===== src/rtl/lps_pkg.sv =====
`timescale 1ns / 1ps
// shared constants and types for the linear prime sieve
// no dependencies

package lps_pkg;

  localparam int SIEVE_SIZE  = 65536;
  localparam int PRIME_SLOTS = 8192;

  localparam int CAND_W  = 16;
  localparam int TOTAL_W = 14;
  localparam int EXP_W   = CAND_W + 1;
  localparam int PROD_W  = 2 * CAND_W;

  localparam int FLAG_AW = $clog2(SIEVE_SIZE);
  localparam int LIST_AW = $clog2(PRIME_SLOTS);
  localparam int CNT_W   = $clog2(PRIME_SLOTS + 1);

  localparam int CAND_MAX = 2 ** CAND_W - 1;
  localparam logic [CAND_W-1:0] LIMIT_CAP =
    CAND_W'((SIEVE_SIZE - 1 > CAND_MAX) ? CAND_MAX : SIEVE_SIZE - 1);
  localparam logic [CAND_W-1:0] LIMIT_RESET = CAND_W'(CAND_MAX);
  localparam logic [EXP_W-1:0]  FIRST_CAND  = EXP_W'(2);

  typedef struct packed {
    logic               rd;
    logic               wr;
    logic [FLAG_AW-1:0] addr;
  } flag_req_t;

  typedef struct packed {
    logic              start;
    logic [CAND_W-1:0] dividend;
    logic [CAND_W-1:0] divisor;
  } rem_req_t;

  typedef struct packed {
    logic done;
    logic is_zero;
  } rem_rsp_t;

endpackage


===== src/rtl/lps_rem_unit.sv =====
`timescale 1ns / 1ps
// serial restoring remainder unit, one quotient bit per cycle
// depends on lps_pkg

module lps_rem_unit import lps_pkg::*; (
  input  logic     clk,
  input  logic     rst,
  input  rem_req_t req,
  output rem_rsp_t rsp
);

  localparam int STEP_W = $clog2(CAND_W + 1);

  logic              busy;
  logic              done;
  logic [STEP_W-1:0] steps;
  logic [CAND_W-1:0] rem;
  logic [CAND_W-1:0] quo;
  logic [CAND_W-1:0] div;
  logic [CAND_W:0]   trial;
  logic [CAND_W:0]   diff;
  logic [CAND_W-1:0] rem_next;

  assign trial    = {rem, quo[CAND_W-1]};
  assign diff     = trial - {1'b0, div};
  assign rem_next = (trial >= {1'b0, div}) ? diff[CAND_W-1:0] : trial[CAND_W-1:0];

  always_ff @(posedge clk) begin
    if (rst) begin
      busy <= 1'b0;
      done <= 1'b0;
    end else begin
      done <= 1'b0;
      if (req.start) begin
        busy  <= 1'b1;
        steps <= STEP_W'(CAND_W);
        rem   <= '0;
        quo   <= req.dividend;
        div   <= req.divisor;
      end else if (busy) begin
        rem   <= rem_next;
        quo   <= {quo[CAND_W-2:0], 1'b0};
        steps <= steps - STEP_W'(1);
        if (steps == STEP_W'(1)) begin
          busy <= 1'b0;
          done <= 1'b1;
        end
      end
    end
  end

  assign rsp.done    = done;
  assign rsp.is_zero = (rem == '0);

endmodule


===== config.mk =====
export PLATFORM = sky130hd
export DESIGN_NAME = lps_rem_unit
export DESIGN_NICKNAME = d
export VERILOG_FILES = /design/src/rtl/lps_pkg.sv /design/src/rtl/lps_rem_unit.sv
export SDC_FILE = /design/constraint.sdc
export NUM_CORES = 1
export LEC_CHECK = 0
export BUFFER_PORTS_ARGS = -buffer_cell sky130_fd_sc_hd__buf_2
export CAP_MARGIN = 20
export CORE_ASPECT_RATIO = 1.5
export CORE_UTILIZATION = 25
export CTS_BUF_LIST = sky130_fd_sc_hd__clkbuf_8 sky130_fd_sc_hd__clkbuf_16
export DETAILED_ROUTE_END_ITERATION = 6
export RECOVER_POWER = 50
export SYNTH_ARGS = -nofsm -noshare
export SYNTH_HDL_FRONTEND = slang
export SYNTH_SLANG_ARGS = --single-unit

===== constraint.sdc =====
create_clock -name clk -period 3.9 [get_ports clk]
set_clock_uncertainty 0.05 [all_clocks]
set_input_delay 0.78 -clock clk [delete_from_list [all_inputs] [get_ports clk]]
set_output_delay 0.78 -clock clk [all_outputs]
set_load 0.02 [all_outputs]

# Word-level counts from Yosys, hierarchy flattened

Cells that the tools add are included.

Memory bits (read-only): 0
Memories kept: 0
Flip-flop bits (word level): 55
Logic and storage cells: 26
Memory bits (writable): 0
Bits in latches: 0

Div/mod/pow operators: 0
Reductions and logical operators: 5
$lt $le $gt $ge: 1
Add/sub/neg operators: 2
Shift operators: 0
Muxes and demuxes: 9
Bitwise logic cells: 2
Multipliers: 0
Equal/unequal tests: 1

Operators with widths:

| operator            | number |
|---|---|
| $mux 16             | 4 |
| $ge 17x16->1        | 1 |
| $logic_not 16->1    | 1 |
| $sub 16x16->16      | 1 |
| $eq 5x1->1 const B  | 1 |
| $mux 5              | 1 |
| $sub 5x1->5 const B | 1 |
| $mux 1              | 4 |
| $reduce_and 2->1    | 2 |
| $reduce_or 3->1     | 1 |
| $not 1->1           | 2 |
| $reduce_bool 2->1   | 1 |

# Depth between registers and ports, before layout

Depth after elaboration: 4
Depth in mapped cells: 10
Gate-level depth less buffers: 10

# Worst setup path after synthesis

No wires, ideal clock.

Path type: input-to-reg
From: in req[32] (netlist name)
To: reg quo[0] (enable)
Data arrival time: 3008 ps
Path slack: 411 ps
Path buffers: 2
Stages on the path: 4
Required time: 3419 ps
Cells stage by stage: clkbuf_1 -> clkbuf_1 -> nor2_1 -> nor2_1

Word-level cells in the longest chain between the ends: 2

RTL lines:

| element                     | RTL line           | text |
|---|---|---|
| start: declaration          | lps_rem_unit.sv:8  | `input rem_req_t req,` |
| $reduce_bool 2->1 (no line) | n/a                |  |
| $reduce_and 2->1 (no line)  | n/a                |  |
| end signal: assignment      | lps_rem_unit.sv:38 | `quo <= req.dividend;` |
| end signal: assignment      | lps_rem_unit.sv:42 | `quo <= {quo[CAND_W-2:0], 1'b0};` |
| end: declaration            | lps_rem_unit.sv:18 | `logic [CAND_W-1:0] quo;` |

Every way passes these cells.
A chain may end at the register's enable or synchronous reset.

# Worst setup path in the final report

From: in req[32] (netlist name)
To: reg div[14] (enable)

Word-level cells in the longest chain between the ends: 1

RTL lines:

| element                    | RTL line           | text |
|---|---|---|
| $reduce_and 2->1 (no line) | n/a                |  |
| end signal: assignment     | lps_rem_unit.sv:39 | `div <= req.divisor;` |
| end: declaration           | lps_rem_unit.sv:19 | `logic [CAND_W-1:0] div;` |

Every way passes these cells.

==> flow_summary.ini <==
[worst_setup_path]
required_ns = 3.77
worst-r2r-setup-slack_ns = 0.97
path_max_fanout = 23
arrival_ns = 2.97
cp-start-kind = input pin
critPathKind = in2reg
cp-end-kind = flip-flop

[sta]
timing.final.crit_share_pct = 79.6
clock.fmax_mhz = 322
maxSlewViolCount = 0
setup_viol = 0
max_slew_margin_pct = 26.9
rsz0062_at_grt = false
hold_violations = 0
layout_min_cycle_time_ns = 3.10
setup_tns_ns = 0
tightest_slew_ns = 1.10

[routing]
first_pass_iters = 4
drt_iter0_markers = 125
vias_per_cell = 4.99
routed.top_layer = met4
remaining_drc_errors = 0
vias = 2389
wire_per_inst_um = 15.3
ant_nets = 0
m1WireLength_um = 2890
wl_met2_um = 4120
wl_um = 7350
met3RoutedLength_um = 197

[logic_synthesis]
netlist_top_cells_area = edfxtp_1 49%, ha_1 7.0%, mux2_2 5.6%
yosysMostFrequentCell = edfxtp_1
ys_types = 56
synth_ff_type = edfxtp_1
synthTopCellsByCount = 53 x edfxtp_1, 23 x inv_1, 22 x a21oi_1
yosys.area.top_type_share_pct = 49.2
syn_nets = 342
synth_seq_area_share_pct = 50.5
synth_warnings = 0
avgSynthCellArea_um2 = 11.2
synth_seq_cells = 55
async_flop_share_pct = 0
synth_top_cell_by_area = edfxtp_1
synthesis.area_mm2 = 0.00323
synth_enable_flop_cells = 53
synth_cells = 288

[global_routing]
gr-total-overflow = 0
track_usage_pct = 11.5
grt_max_degree = 29
grt_pass1_vias = 2458
grt_antenna_before_repair = 0
grt_pass1_wl_um = 11700

[cts]
clk_latency_ns = 0.30
cts_resized = 0
cts_sinks = 55
hold_buffers = 0
cts_tree = done
clk_path_buf_depth = 2
clkTransAtPathRegs_ns = 0.08
root_buffer = clkbuf_16
cts_setup_buffers = 0
numCtsBuffers = 5
htreeDepth = 2

[run]
max-cap-violations = 0

[floorplan]
fp.coreArea_mm2 = 0.0125
pin_count = 37
num_rows = 50
fp.dieArea_mm2 = 0.0134
start_util_pct = 25.8
die_width_um = 94.8
die_height_um = 141

[power_and_ir_drop]
leakage_nw = 1.44
max-vdd-ir-drop_mv = 0.334
powerDensity_mw_per_mm2 = 439

[run_status]
outcome = complete, no violations

[placement]
dp_hpwl_um = 5410
placed_area_mm2 = 0.00357
io_buffer_count = 36
gp_congestion = 0.866

[cells_and_area]
diodes = 0
fillers = 1296
seq_area_mm2 = 0.00163
syn_to_final_growth_pct = 15.3
multi_input_area_mm2 = 0.00145
drive_gt1_share_pct = 20.7
final_area_mm2 = 0.00373
fin_nets = 376

[min_path]
worstHoldPathType = reg2reg
[worst paths after layout]
kind                               from      end  cells after the start
worst max-delay path            req[32]  div[14]                      4
worst min-delay path               busy     done                      1
worst min register to register     busy     done                      1
worst max register to register   rem[9]  rem[14]                      7
[stage by stage]
step	power, mW	util, %	std cells	setup WS, ns	hold slack (ns)
2_1_floorplan	1.02	-	288	0.411	0.404
3_3_place_gp	1.11	28.5	471	1.11	0.435
3_5_place_dp	1.12	28.5	471	1.04	0.428
4_1_cts	1.65	29.9	479	1.03	0.448
5_1_grt	1.71	29.8	479	0.536	0.466
6_report	1.64	29.8	479	0.796	0.449
[registers in the layout, indices dropped and copies added (netlist names)]
signal  flops
steps       5
busy        1
done        1
rem        16
div        16
quo        16
[kinds of logic after synthesis]
family	share of synthesized area (%)
buffers and inverters	4.80
muxes	6.19
and+or+nand+nor	12.4
adders and majority gates	7.59
AOI/OAI and AO/OA	16.4
xor gates and xnor gates	2.17
DFF	50.5
[worst max-delay path: stages]
cell and delay (ns):
clkbuf_1 0.79, inv_1 0.46, nor2_1 0.19, clkbuf_1 0.74
[final cells by class]
| cell class | count | area share [%] |
|---|---|---|
| sequential | 55 | 43.8 |
| tap | 156 | 5.24 |
| multi-input combinational | 198 | 38.8 |
| clock inverter | 3 | 1.34 |
| clock buffer | 5 | 3.36 |
| inverter | 23 | 2.32 |
| timing repair buffer | 39 | 5.17 |
[power breakdown]
group / internal [mW] / switching [mW] / leakage [nW]
logic: 0.156 / 0.218 / 0.829
registers: 0.707 / 0.0261 / 0.524
clock network: 0.310 / 0.218 / 0.0863
[per-layer routing]
layer	GRT usage (%)	vias up
li1	-	1159
met1	12.2	1160
met2	21.1	60
met3	1.50	10
met4	6.70	0
met5	0	-
[cells in the final DEF, fill, tap and decap left out, types with 2 or more instances in the layout]
cell type	synthesis	final
nor2_1	16	16
and3_1	3	3
o21a_1	4	4
dfxtp_1	2	2
o31ai_1	2	2
o21ai_0	14	14
o211ai_1	4	4
ha_1	18	18
a21oi_1	22	22
nor2b_1	3	3
xor2_1	3	3
buf_2	4	34
nor3_1	8	8
a31oi_1	3	3
nand4_1	4	4
edfxtp_1	53	53
or3_1	3	3
a211oi_1	3	3
nand3_1	12	12
nand4b_1	2	2
nor4_1	4	4
clkbuf_1	2	4
mux2_2	16	16
nand2_1	11	11
o21ai_1	5	5
inv_1	23	23
a21o_1	6	6
xnor2_1	5	5
clkbuf_16	0	5
mux2i_1	2	2
and4_1	2	2
Note: power is estimated with default switching activity, not from simulation.
